### src/mrot_pkg.sv
// Shared types and constants for the matrix rotation unit.
package mrot_pkg;

   localparam int ELEM_W  = 16;
   localparam int DIM_W   = 4;
   localparam int ANGLE_W = 2;
   localparam int INDEX_W = 2;
   localparam int PROD_W  = 2 * DIM_W;

   localparam logic [ANGLE_W-1:0] ANGLE_90  = 2'd0;
   localparam logic [ANGLE_W-1:0] ANGLE_180 = 2'd1;
   localparam logic [ANGLE_W-1:0] ANGLE_270 = 2'd2;
   localparam logic [ANGLE_W-1:0] ANGLE_BAD = 2'd3;

   localparam logic [INDEX_W-1:0] REG_ROW_COUNT  = 2'd0;
   localparam logic [INDEX_W-1:0] REG_COL_COUNT  = 2'd1;
   localparam logic [INDEX_W-1:0] REG_ANGLE_CODE = 2'd2;

   typedef struct packed {
      logic [DIM_W-1:0]   rows;
      logic [DIM_W-1:0]   cols;
      logic [ANGLE_W-1:0] angle;
   } mrot_cfg_type;

   typedef struct packed {
      logic strobe;
      logic row_end;
      logic last;
      logic bad;
   } mrot_cmd_type;

   typedef enum logic [1:0] {
      ST_LOAD = 2'b01,
      ST_READ = 2'b10
   } mrot_state_type;

endpackage

### src/mrot_store.sv
// Element store: one write port and one read port with registered read data.
module mrot_store import mrot_pkg::*; #(
   parameter int DEPTH = 64,
   parameter int AW    = 6
) (
   input  logic              clock,
   input  logic              wr_en,
   input  logic [AW-1:0]     wr_addr,
   input  logic [ELEM_W-1:0] wr_data,
   input  logic              rd_en,
   input  logic [AW-1:0]     rd_addr,
   output logic [ELEM_W-1:0] rd_data
);

   logic [ELEM_W-1:0] mem_ff [DEPTH];
   logic [ELEM_W-1:0] rd_data_ff;

   always_ff @(posedge clock) begin
      if (wr_en) begin
         mem_ff[wr_addr] <= wr_data;
      end
   end

   always_ff @(posedge clock) begin
      if (rd_en) begin
         rd_data_ff <= mem_ff[rd_addr];
      end
   end

   assign rd_data = rd_data_ff;

endmodule

### src/mrot_seq.sv
// Load counter, readout sequencer and rotated address generation.
module mrot_seq import mrot_pkg::*; #(
   parameter int AW    = 6,
   parameter int CW    = 7
) (
   input  logic         clock,
   input  logic         reset,
   input  logic         start,
   input  mrot_cfg_type cfg,
   output logic         busy,
   output logic         wr_en,
   output logic [AW-1:0] wr_addr,
   output logic         rd_en,
   output logic [AW-1:0] rd_addr,
   output mrot_cmd_type cmd
);

   mrot_state_type     state_ff, state_in;
   logic [CW-1:0]      count_ff, count_in;
   mrot_cmd_type       cmd_ff, cmd_in;
   logic [DIM_W-1:0]   rows_ff, rows_in;
   logic [DIM_W-1:0]   cols_ff, cols_in;
   logic [ANGLE_W-1:0] angle_ff, angle_in;
   logic [DIM_W-1:0]   outer_ff, outer_in;
   logic [DIM_W-1:0]   inner_ff, inner_in;

   logic [PROD_W-1:0]  total;
   logic               complete;
   logic [DIM_W-1:0]   n_outer, n_inner;
   logic               inner_last, outer_last;
   logic [DIM_W-1:0]   src_row, src_col;
   logic [PROD_W-1:0]  src_addr;

   assign total    = PROD_W'(cfg.rows) * PROD_W'(cfg.cols);
   assign complete = (PROD_W'(count_ff) + PROD_W'(1)) >= total;

   assign n_outer    = (angle_ff == ANGLE_180) ? rows_ff : cols_ff;
   assign n_inner    = (angle_ff == ANGLE_180) ? cols_ff : rows_ff;
   assign inner_last = inner_ff == (n_inner - DIM_W'(1));
   assign outer_last = outer_ff == (n_outer - DIM_W'(1));

   always_comb begin
      case (angle_ff)
         ANGLE_90: begin
            src_row = rows_ff - DIM_W'(1) - inner_ff;
            src_col = outer_ff;
         end
         ANGLE_180: begin
            src_row = rows_ff - DIM_W'(1) - outer_ff;
            src_col = cols_ff - DIM_W'(1) - inner_ff;
         end
         default: begin
            src_row = inner_ff;
            src_col = cols_ff - DIM_W'(1) - outer_ff;
         end
      endcase
   end

   assign src_addr = PROD_W'(src_row) * PROD_W'(cols_ff) + PROD_W'(src_col);

   always_comb begin
      state_in = state_ff;
      count_in = count_ff;
      cmd_in   = '0;
      rows_in  = rows_ff;
      cols_in  = cols_ff;
      angle_in = angle_ff;
      outer_in = outer_ff;
      inner_in = inner_ff;
      wr_en    = 1'b0;
      rd_en    = 1'b0;
      unique case (state_ff)
         ST_LOAD: begin
            if (start) begin
               wr_en = 1'b1;
               if (complete) begin
                  count_in = '0;
                  if (cfg.angle == ANGLE_BAD) begin
                     cmd_in = '{strobe: 1'b1, row_end: 1'b1, last: 1'b1, bad: 1'b1};
                  end else begin
                     state_in = ST_READ;
                     rows_in  = cfg.rows;
                     cols_in  = cfg.cols;
                     angle_in = cfg.angle;
                     outer_in = '0;
                     inner_in = '0;
                  end
               end else begin
                  count_in = count_ff + CW'(1);
               end
            end
         end
         ST_READ: begin
            rd_en          = 1'b1;
            cmd_in.strobe  = 1'b1;
            cmd_in.row_end = inner_last;
            cmd_in.last    = inner_last && outer_last;
            if (inner_last) begin
               inner_in = '0;
               if (outer_last) begin
                  state_in = ST_LOAD;
               end else begin
                  outer_in = outer_ff + DIM_W'(1);
               end
            end else begin
               inner_in = inner_ff + DIM_W'(1);
            end
         end
         default: begin
            state_in = ST_LOAD;
         end
      endcase
   end

   always_ff @(posedge clock) begin
      if (reset) begin
         state_ff <= ST_LOAD;
         count_ff <= '0;
         cmd_ff   <= '0;
      end else begin
         state_ff <= state_in;
         count_ff <= count_in;
         cmd_ff   <= cmd_in;
      end
   end

   always_ff @(posedge clock) begin
      rows_ff  <= rows_in;
      cols_ff  <= cols_in;
      angle_ff <= angle_in;
      outer_ff <= outer_in;
      inner_ff <= inner_in;
   end

   assign busy    = state_ff == ST_READ;
   assign wr_addr = count_ff[AW-1:0];
   assign rd_addr = src_addr[AW-1:0];
   assign cmd     = cmd_ff;

   a_last_ends_row: assert property (@(posedge clock) disable iff (reset)
      cmd_ff.last |-> cmd_ff.row_end && cmd_ff.strobe)
      else $error("last result without row end");

   a_bad_is_single: assert property (@(posedge clock) disable iff (reset)
      cmd_ff.bad |-> cmd_ff.last && $past(state_ff) == ST_LOAD)
      else $error("error result not a single word after a load");

   a_read_strobes: assert property (@(posedge clock) disable iff (reset)
      state_ff == ST_READ |=> cmd_ff.strobe)
      else $error("readout cycle without a result");

   a_no_write_in_read: assert property (@(posedge clock) disable iff (reset)
      state_ff == ST_READ |-> !wr_en)
      else $error("store written during readout");

endmodule

### src/matrix_rotate_90_180_270_unit.sv
// Top level of the matrix rotation unit: configuration registers, store and sequencer.
//
//   Channel   Ports                                   Handshake
//   request   req_element                             start high while busy low
//   response  rsp_out_element, rsp_row_end,           rsp_strobe, one cycle per word
//             rsp_last, rsp_bad_angle
//   config    csr_index, csr_data                     csr_wr_en, one cycle per write
//
// Each request word is written to the store while start is high. The word that completes
// rows times cols words starts a readout of rows times cols store reads, with each result
// in the cycle after its read; busy is high through the readout.
// A bad angle code gives one error word in the cycle after the completing request.
// Sync reset clears the load count and sequencer; config resets to 8x8, angle 90.
// The receiver cannot stall, so a readout never pauses.
module matrix_rotate_90_180_270_unit import mrot_pkg::*; #(
   parameter int MAX_ROWS = 8,
   parameter int MAX_COLS = 8
) (
   input  logic                     clock,
   input  logic                     reset,
   input  logic                     start,
   output logic                     busy,
   input  logic signed [ELEM_W-1:0] req_element,
   output logic                     rsp_strobe,
   output logic signed [ELEM_W-1:0] rsp_out_element,
   output logic                     rsp_row_end,
   output logic                     rsp_last,
   output logic                     rsp_bad_angle,
   input  logic                     csr_wr_en,
   input  logic [INDEX_W-1:0]       csr_index,
   input  logic [DIM_W-1:0]         csr_data
);

   localparam int DEPTH = MAX_ROWS * MAX_COLS;
   localparam int AW    = (DEPTH > 1) ? $clog2(DEPTH) : 1;
   localparam int CW    = $clog2(DEPTH + 1);

   logic [DIM_W-1:0]   row_count_ff, row_count_in;
   logic [DIM_W-1:0]   col_count_ff, col_count_in;
   logic [ANGLE_W-1:0] angle_code_ff, angle_code_in;

   mrot_cfg_type      cfg;
   mrot_cmd_type      cmd;
   logic              wr_en, rd_en;
   logic [AW-1:0]     wr_addr, rd_addr;
   logic [ELEM_W-1:0] rd_data;

   always_comb begin
      row_count_in  = row_count_ff;
      col_count_in  = col_count_ff;
      angle_code_in = angle_code_ff;
      if (csr_wr_en) begin
         unique case (csr_index)
            REG_ROW_COUNT:  row_count_in  = csr_data;
            REG_COL_COUNT:  col_count_in  = csr_data;
            REG_ANGLE_CODE: angle_code_in = csr_data[ANGLE_W-1:0];
            default: begin
            end
         endcase
      end
   end

   always_ff @(posedge clock) begin
      if (reset) begin
         row_count_ff  <= DIM_W'(8);
         col_count_ff  <= DIM_W'(8);
         angle_code_ff <= ANGLE_90;
      end else begin
         row_count_ff  <= row_count_in;
         col_count_ff  <= col_count_in;
         angle_code_ff <= angle_code_in;
      end
   end

   always_comb begin
      if (row_count_ff == '0) begin
         cfg.rows = DIM_W'(1);
      end else if (row_count_ff > DIM_W'(MAX_ROWS)) begin
         cfg.rows = DIM_W'(MAX_ROWS);
      end else begin
         cfg.rows = row_count_ff;
      end
      if (col_count_ff == '0) begin
         cfg.cols = DIM_W'(1);
      end else if (col_count_ff > DIM_W'(MAX_COLS)) begin
         cfg.cols = DIM_W'(MAX_COLS);
      end else begin
         cfg.cols = col_count_ff;
      end
      cfg.angle = angle_code_ff;
   end

   mrot_seq #(
      .AW    (AW),
      .CW    (CW)
   ) u_seq (
      .clock   (clock),
      .reset   (reset),
      .start   (start),
      .cfg     (cfg),
      .busy    (busy),
      .wr_en   (wr_en),
      .wr_addr (wr_addr),
      .rd_en   (rd_en),
      .rd_addr (rd_addr),
      .cmd     (cmd)
   );

   mrot_store #(
      .DEPTH (DEPTH),
      .AW    (AW)
   ) u_store (
      .clock   (clock),
      .wr_en   (wr_en),
      .wr_addr (wr_addr),
      .wr_data (req_element),
      .rd_en   (rd_en),
      .rd_addr (rd_addr),
      .rd_data (rd_data)
   );

   assign rsp_strobe      = cmd.strobe;
   assign rsp_out_element = cmd.bad ? '0 : rd_data;
   assign rsp_row_end     = cmd.row_end;
   assign rsp_last        = cmd.last;
   assign rsp_bad_angle   = cmd.bad;

endmodule
### config.mk
export PLATFORM = sky130hd
export DESIGN_NAME = matrix_rotate_90_180_270_unit
export DESIGN_NICKNAME = d
export VERILOG_FILES = /design/src/mrot_pkg.sv /design/src/mrot_store.sv /design/src/mrot_seq.sv /design/src/matrix_rotate_90_180_270_unit.sv
export SDC_FILE = /design/constraint.sdc
export NUM_CORES = 1
export LEC_CHECK = 0
export BUFFER_PORTS_ARGS = -buffer_cell sky130_fd_sc_hd__clkbuf_2
export CORE_ASPECT_RATIO = 2
export CORE_UTILIZATION = 45
export CTS_CLUSTER_DIAMETER = 150
export DETAILED_ROUTE_END_ITERATION = 12
export GPL_TIMING_DRIVEN = 0
export PLACE_DENSITY = 0.57
export SYNTH_ARGS = -nofsm -noshare
export SYNTH_HDL_FRONTEND = slang
export SYNTH_SLANG_ARGS = --single-unit
### constraint.sdc
create_clock -name clock -period 7.1 [get_ports clock]
set_input_delay 1.065 -clock clock [delete_from_list [all_inputs] [get_ports clock]]
set_output_delay 1.065 -clock clock [all_outputs]
set_load 0.02 [all_outputs]
==> flow_metrics.py, run 1 <==
metrics = {
    "cells_and_area": {
        "regArea_um2": 32200,
        "area_growth_pct": 14.2,
        "multi_input_area_um2": 11100,
        "fin_nets": 2325,
        "drive_gt1_frac": 0.311,
        "fillers": 7476,
        "final_cells": 3534,
        "finalInstanceArea_um2": 49700,
    },
    "route": {
        "drtIter0Drc": 1538,
        "first_pass_iters": 7,
        "drc_errors": 0,
        "vias_per_cell": 5.74,
        "num_vias": 20300,
        "ant_nets": 0,
        "wirelength_um": 108000,
        "post_drt_wl_per_cell_um": 30.4,
    },
    "setup_path": {
        "crit_required_ns": 7.52,
        "r2r_start": "u_seq.angle_ff[0]",
        "arrival_ns": 7.31,
        "end_kind": "register",
        "cp_max_fo": 23,
        "r2r_end": "u_store.rd_data[11]",
        "r2r_cells": 19,
        "r2r_setup_slack_ns": 0.21,
        "crit_path_start_kind": "register",
        "crit_type": "register to register",
    },
    "global_route": {
        "track_usage": 0.225,
        "grt_pass1_vias": 21800,
        "grt_pass1_wl_um": 155000,
        "antenna_found_initial": 3,
        "grt_max_degree": 65,
        "grt_overflow_total": 0,
    },
    "yosys": {
        "yosys_most_used_dff": "edfxtp_1",
        "yosys-top-cells-area": "edfxtp_1, mux4_2, mux2i_1, ha_1, dfxtp_1",
        "synth-edff-count": 1058,
        "syn_nets": 2121,
        "ys_warn_count": 0,
        "synth.top_cell.area_share": 0.730,
        "syn_area_per_cell_um2": 21.4,
        "ys_ff_latch": 1081,
        "async_flop_share": 0,
        "synth_area_um2": 43500,
        "synthesis.instances": 2037,
        "yosysTopAreaCell": "edfxtp_1",
        "synth_cell_types": 56,
        "ys_seq_area_frac": 0.741,
    },
    "clock_tree": {
        "clock_sinks": 1081,
        "cts.reportedPaths.clkPinSlew_ns": 0.07,
        "numCtsBuffers": 90,
        "htree_levels": 3,
        "clockRootBuffer": "clkbuf_16",
        "clk_path_buf_depth": 3,
        "cts_tree": "done",
        "clock_latency_ns": 0.69,
        "cts_hold_buf": 0,
    },
    "placed_design": {
        "preCtsSetupSlack_ns": -2.17,
        "gp_congestion": 0.839,
        "portBuffers": 45,
        "place_hpwl_um": 74600,
        "place_inst": 3363,
        "dpl_cell_area_um2": 46400,
    },
    "floorplan": {
        "start_util": 0.453,
        "pin_count": 47,
        "die_w_um": 222,
        "rows": 161,
        "die_y_um": 442,
        "die_area_um2": 98000,
        "core_area_um2": 96100,
    },
    "sta": {
        "tightest_slew_ns": 1.31,
        "grt_setup_unrepaired": "no",
        "setup_viol": 0,
        "setup-tns-final_ns": 0,
        "timing.final.crit_period_ns": 6.89,
        "hold_ws_ns": 0.470,
        "skew_ns": 0.0287,
        "slew_headroom": 0.125,
        "hold_viol_final": 0,
        "max_clock_freq_ghz": 0.145,
        "maxSlewViolCount": 0,
        "fin_ws_ns": 0.211,
        "fin_crit_sh": 0.970,
    },
    "min_path": {
        "holdPathEnd": "u_seq.count_ff[6]",
        "timing.hold.worst_path_depth": 2,
        "hold_path.startpoint": "u_seq.count_ff[6]",
        "hold_class": "register to register",
    },
    "power_and_ir_drop": {
        "ir_drop_mv": 0.215,
        "powerDensity_nw_per_um2": 389,
        "power.static_leakage_nw": 16.1,
    },
    "job": {
        "drv_cap": 0,
    },
    "run_status": {
        "status": "finished clean",
    },
}
cells in the mapped netlist, types with 3 or more instances:
| master | n |
|---|---|
| edfxtp_1 | 1058 |
| mux4_2 | 304 |
| nor2_1 | 115 |
| mux2i_1 | 114 |
| clkbuf_1 | 64 |
| ha_1 | 46 |
| inv_1 | 42 |
| nand2_1 | 34 |
| buf_2 | 27 |
| dfxtp_1 | 23 |
| a21oi_1 | 20 |
| nor2b_1 | 20 |
| nand3_1 | 18 |
| xnor2_1 | 18 |
| xor2_1 | 16 |
| and2_1 | 15 |
| fa_1 | 12 |
| a21o_1 | 11 |
| buf_1 | 11 |
| nand2b_1 | 6 |
| o21ai_0 | 6 |
| nor3_1 | 5 |
| a211oi_1 | 4 |
| a31oi_1 | 4 |
| nand3b_1 | 4 |
| o21ai_1 | 3 |
| or2_2 | 3 |
per-stage QoR:
stage / power (mW) / utilization
detailed placement: 14.2 / 0.483
floorplan: 11.3 / -
global route: 19.9 / 0.517
CTS: 19.4 / 0.515
global placement: 14.2 / 0.471
finish: 19.3 / 0.517
report_power, final:
part           switching (mW)  total [mW]  leakage, nW  internal, mW
registers              0.0178        7.13         9.70          7.12
logic                    4.27        7.35         5.00          3.08
clock network            2.26        4.85         1.37          2.58
total                    6.54        19.3         16.1          12.8
worst max-delay path by stage:
stage                      startpoint                  end  slack [ns]  depth (start not counted)
floorplan           u_seq.angle_ff[1]  u_store.rd_data[11]        0.63                         24
global placement    u_seq.angle_ff[0]   u_store.rd_data[3]       -2.17                         23
detailed placement  u_seq.angle_ff[0]   u_store.rd_data[3]       -2.17                         24
CTS                 u_seq.angle_ff[0]  u_store.rd_data[15]       0.006                         22
global route        u_seq.angle_ff[0]   u_store.rd_data[0]        0.01                         19
finish              u_seq.angle_ff[0]  u_store.rd_data[11]        0.21                         19
worst max-delay path, cell delays in order (launching register included):
cell and delay (ns):
edfxtp_1 0.48, nor2b_1 0.17, clkbuf_4 0.26, nand2_1 0.11
o21ai_0 0.09, ha_1 0.24, fa_1 0.49, mux2i_1 0.36
and2_1 0.20, ha_1 0.24, ha_1 0.29, fa_1 0.52
inv_1 0.06, fa_2 0.72, clkdlybuf4s15_2 0.51, clkbuf_1 0.57
mux4_2 0.42, mux2i_2 0.37, mux4_2 0.41, mux2i_1 0.11
placed cells by master (no fill, tap or decap), drive strengths merged, types with 2 or more instances in the layout:
master and n:
or3b 2, nor2b 20, xor2 17, o21ai 9, inv 46, a211oi 4, or4 2, nand2b 6
clkinv 39, ha 46, o211ai 2, o31ai 2, nor2 115, a31oi 4, dfxtp 23, clkbuf 208
bufinv 6, clkinvlp 6, nand3 18, fa 12, nor3 5, mux4 304, mux2 3, a211o 2
or2 3, a2bb2oi 2, xnor2 19, a21o 11, mux2i 114, nand2 34, a21oi 20, and2 16
buf 114, nand3b 4, edfxtp 1058, nor4 2
kinds of logic after synthesis:
kind of cell    Yosys count  share of synthesized area
compound gates           64                     0.0100
xor+xnor                 36                    0.00785
fa+ha+maj                58                     0.0187
simple gates            231                     0.0246
flops                  1081                      0.741
buf+inv                 146                     0.0138
mux                     421                      0.184
area by class of cell:
type	instances	area share
clock inverters	55	0.00939
well taps	1222	0.0308
diodes	1	0.0000503
clock buffers	107	0.0470
inverters	42	0.00317
flip-flops and latches	1081	0.648
plain buffers	102	0.0104
repair buffers	114	0.0278
multi-input cells	810	0.223
flip-flops by register name (all words and copies together), names as in the netlist:
| register | cells |
|---|---|
| u_seq.rows_ff | 4 |
| angle_code_ff | 2 |
| u_store.mem_ff | 1024 |
| u_seq.state_ff | 2 |
| u_seq.cmd | 4 |
| u_seq.angle_ff | 2 |
| col_count_ff | 4 |
| row_count_ff | 4 |
| u_seq.cols_ff | 4 |
| u_seq.count_ff | 7 |
| u_seq.inner_ff | 4 |
| u_seq.outer_ff | 4 |
| u_store.rd_data | 16 |
timing repair:
item | CTS | global route
setup buffers | 1 | 2
endpoints found under the setup margin | 16 | 16
pin swaps | 1 | 1
resized for setup | 82 | 18
layer usage:
layer | up-vias | global-route usage | share of wire
li1 | 8763 | - | -
met1 | 10800 | 0.231 | 0.33
met2 | 513 | 0.439 | 0.58
met3 | 179 | 0.0316 | 0.039
met4 | 0 | 0.113 | 0.056
met5 | - | 0 | 0
Note: power is estimated with default switching activity, not from simulation.
==> run 2, diff against run 1 <==
--- a/config.mk
+++ b/config.mk
@@ -6,4 +6,5 @@
 export NUM_CORES = 1
 export LEC_CHECK = 0
+export ABC_AREA = 1
 export BUFFER_PORTS_ARGS = -buffer_cell sky130_fd_sc_hd__clkbuf_2
 export CORE_ASPECT_RATIO = 2
==> constraint.sdc (replaced) <==
create_clock -name clock -period 7.1 [get_ports clock]
set_input_delay 1.065 -clock clock [delete_from_list [all_inputs] [get_ports clock]]
set_output_delay 1.065 -clock clock [all_outputs]
set_load 0.01 [all_outputs]
==> flow_metrics.py, run 2 <==
metrics = {
    "global_route": {
        "grt_overflow_total": 0,
        "grt_max_degree": 65,
        "antenna_found_initial": 2,
        "track_usage": 0.336,
        "grt_pass1_wl_um": 232000,
        "grt_pass1_vias": 31400,
    },
    "setup_path": {
        "r2r_end": "u_store.rd_data[3]",
        "r2r_cells": 23,
        "cp_max_fo": 19,
        "cpPeakStageDelay_ns": 0.85,
        "crit_required_ns": 7.68,
        "path_cells": "buf_4, nand2_2, buf_6, o21ai_0, ha_1, fa_1, o21ai_0, inv_1, nor2_1, ha_1, ha_1, ha_1, buf_2, buf_2, clkbuf_1, o21ai_0, o221ai_1, nand3_1, nand2_1, nand2_1, nand2_1, nand2_1, nand2_1",
        "slowest_stage": "clkbuf_1",
        "crit_path_start_kind": "register",
        "r2r_setup_slack_ns": 0.28,
        "crit_path_frequent_cell": "nand2_1",
        "arrival_ns": 7.40,
        "r2r_start": "u_seq.angle_ff[0]",
        "end_kind": "register",
        "crit_type": "register to register",
    },
    "power_and_ir_drop": {
        "p_sw_mw": 7.18,
        "p_clk_frac": 0.278,
        "power_mw": 18.4,
        "powerDensity_nw_per_um2": 358,
        "swShare": 0.390,
        "power.static_leakage_nw": 17.4,
        "intPower_mw": 11.2,
        "pwr-share-seq": 0.386,
        "ir_drop_mv": 0.256,
        "pwr-share-comb": 0.336,
    },
    "sta": {
        "hold_viol_final": 0,
        "setup_viol": 0,
        "maxSlewViolCount": 0,
        "hold_ws_ns": 0.456,
        "slew_headroom": 0.0536,
        "grt_setup_unrepaired": "no",
        "skew_ns": 0.0418,
        "max_clock_freq_ghz": 0.147,
        "setup-tns-final_ns": 0,
        "fin_crit_sh": 0.961,
        "fin_ws_ns": 0.276,
        "timing.final.crit_period_ns": 6.82,
        "tightest_slew_ns": 1.42,
    },
    "yosys": {
        "synth_common_cells": "edfxtp_1, nor2_1, o21ai_0, nand2_1, nand3_1",
        "yosysTopAreaCell": "edfxtp_1",
        "synth_cell_types": 35,
        "async_flop_share": 0,
        "yosys.area_share.simple": 0.117,
        "syn_area_per_cell_um2": 12.2,
        "yosys_most_used_dff": "edfxtp_1",
        "ys_seq_area_frac": 0.715,
        "yosys-top-cells-area": "edfxtp_1, nor2_1, o21ai_0, o211ai_1, nand2_1",
        "synth-edff-count": 1058,
        "synth.top_cell.area_share": 0.705,
        "synthesis.instances": 3679,
        "synth_area_um2": 45100,
        "synthAdderAreaFrac": 0.0181,
        "synth_top_family_by_area": "simple AND/OR/NAND/NOR gates",
        "synth-xor-area-share": 0.00428,
        "ys_warn_count": 0,
        "synth_compound_area_frac": 0.111,
        "ys_ff_latch": 1081,
        "synth.mux.area_fraction": 0,
        "syn_nets": 3763,
        "synth.most_common_cell": "edfxtp_1",
    },
    "floorplan": {
        "start_util": 0.456,
        "die_area_um2": 101000,
        "pin_count": 47,
        "die_y_um": 450,
        "core_area_um2": 98900,
        "die_w_um": 226,
        "rows": 163,
    },
    "route": {
        "post_drt_wl_per_cell_um": 31.8,
        "vias_per_cell": 5.96,
        "first_pass_iters": 7,
        "drtIter0Drc": 3115,
        "ant_nets": 0,
        "num_vias": 31500,
        "drc_errors": 0,
        "wirelength_um": 168000,
    },
    "clock_tree": {
        "clock_sinks": 1081,
        "clock_latency_ns": 0.73,
        "clk_path_buf_depth": 3,
        "numCtsBuffers": 94,
        "cts.reportedPaths.clkPinSlew_ns": 0.07,
        "htree_levels": 3,
        "clockRootBuffer": "clkbuf_16",
        "cts_tree": "done",
    },
    "cells_and_area": {
        "largest_reg_flops": 1024,
        "finalInstanceArea_um2": 51500,
        "final_cells": 5285,
        "final_cell_mix": "edfxtp_1, nor2_1, o21ai_0, nand2_1, nand3_1",
        "utilization": 0.520,
        "area_growth_pct": 14.2,
        "fillers": 8577,
        "fin_nets": 3970,
        "drive_gt1_frac": 0.111,
        "top_register": "u_store.mem_ff",
        "final_common_cell": "edfxtp_1",
    },
    "min_path": {
        "hold_path.startpoint": "col_count_ff[0]",
        "timing.hold.worst_path_depth": 2,
        "holdPathEnd": "col_count_ff[0]",
        "hold_class": "register to register",
    },
    "run_status": {
        "status": "finished clean",
    },
    "placed_design": {
        "dpl_cell_area_um2": 48400,
        "preCtsSetupSlack_ns": -0.972,
        "gp_congestion": 1.08,
        "place_hpwl_um": 121000,
        "place_inst": 5110,
        "portBuffers": 45,
    },
    "job": {
        "drv_cap": 0,
    },
}
==> run 2: cells by family (layout without fill, tap and decap cells) <==
| family | after synthesis | after routing |
|---|---|---|
| AND/OR/NAND/NOR | 1331 | 1331 |
| buffers and inverters | 344 | 629 |
| flip-flops | 1081 | 1081 |
| AO/OA/AOI/OAI | 843 | 843 |
| XOR/XNOR | 22 | 22 |
| adder cells (fa/ha/maj) | 58 | 58 |
| other | 0 | 1 |
==> run 2: repair_timing <==
item | 4_1_cts | 5_1_grt
setup endpoints to repair | 16 | 16
buffers inserted | 0 | 1
pin swaps | 0 | 0
resized for setup | 20 | 18
hold buffers | 0 | 0
==> run 2: worst max-delay path by stage <==
stage | end | from
after floorplan | u_store.rd_data[1] | u_seq.angle_ff[0]
after global placement | u_store.rd_data[12] | u_seq.angle_ff[1]
after detailed placement | u_store.rd_data[12] | u_seq.angle_ff[1]
after CTS | u_store.rd_data[8] | u_seq.angle_ff[1]
after global routing | u_store.rd_data[13] | u_seq.angle_ff[0]
final | u_store.rd_data[3] | u_seq.angle_ff[0]
==> run 2: area by class of cell <==
| class | count | area (um^2) | area share |
|---|---|---|---|
| inverters | 113 | 424 | 0.00824 |
| diodes | 1 | 2.50 | 0.0000486 |
| flip-flops and latches | 1081 | 32200 | 0.626 |
| clock inverters | 56 | 498 | 0.00967 |
| clock buffers | 118 | 2480 | 0.0483 |
| multi-input cells | 2254 | 11500 | 0.224 |
| repair buffers | 112 | 1520 | 0.0295 |
| well taps | 1320 | 1650 | 0.0321 |
| plain buffers | 230 | 1150 | 0.0224 |
==> run 2: critical path: cells and delay by family, from the launching register on <==
kind	cells	cell delay, ns
adders and majority gates	5	1.61
and+or+nand+nor	8	1.18
DFF	1	0.47
buffers and inverters	6	2.37
AOI/OAI and AO/OA	4	1.01
==> run 2: per-layer routing <==
layer / part of all wire / wire (um) / track usage
met5: 0 / 0 / 0
met4: 0.11 / 18700 / 0.316
met3: 0.066 / 11100 / 0.0573
met2: 0.51 / 86400 / 0.590
met1: 0.31 / 52000 / 0.330
==> run 2: power groups by stage <==
stage,combinational [mW],clock [mW],sequential [mW]
after floorplan,2.98,0,7.23
after global placement,5.86,0,7.25
after detailed placement,5.92,0,7.24
after CTS,5.97,5.15,7.10
after global routing,6.39,5.38,7.10
final,6.20,5.12,7.10
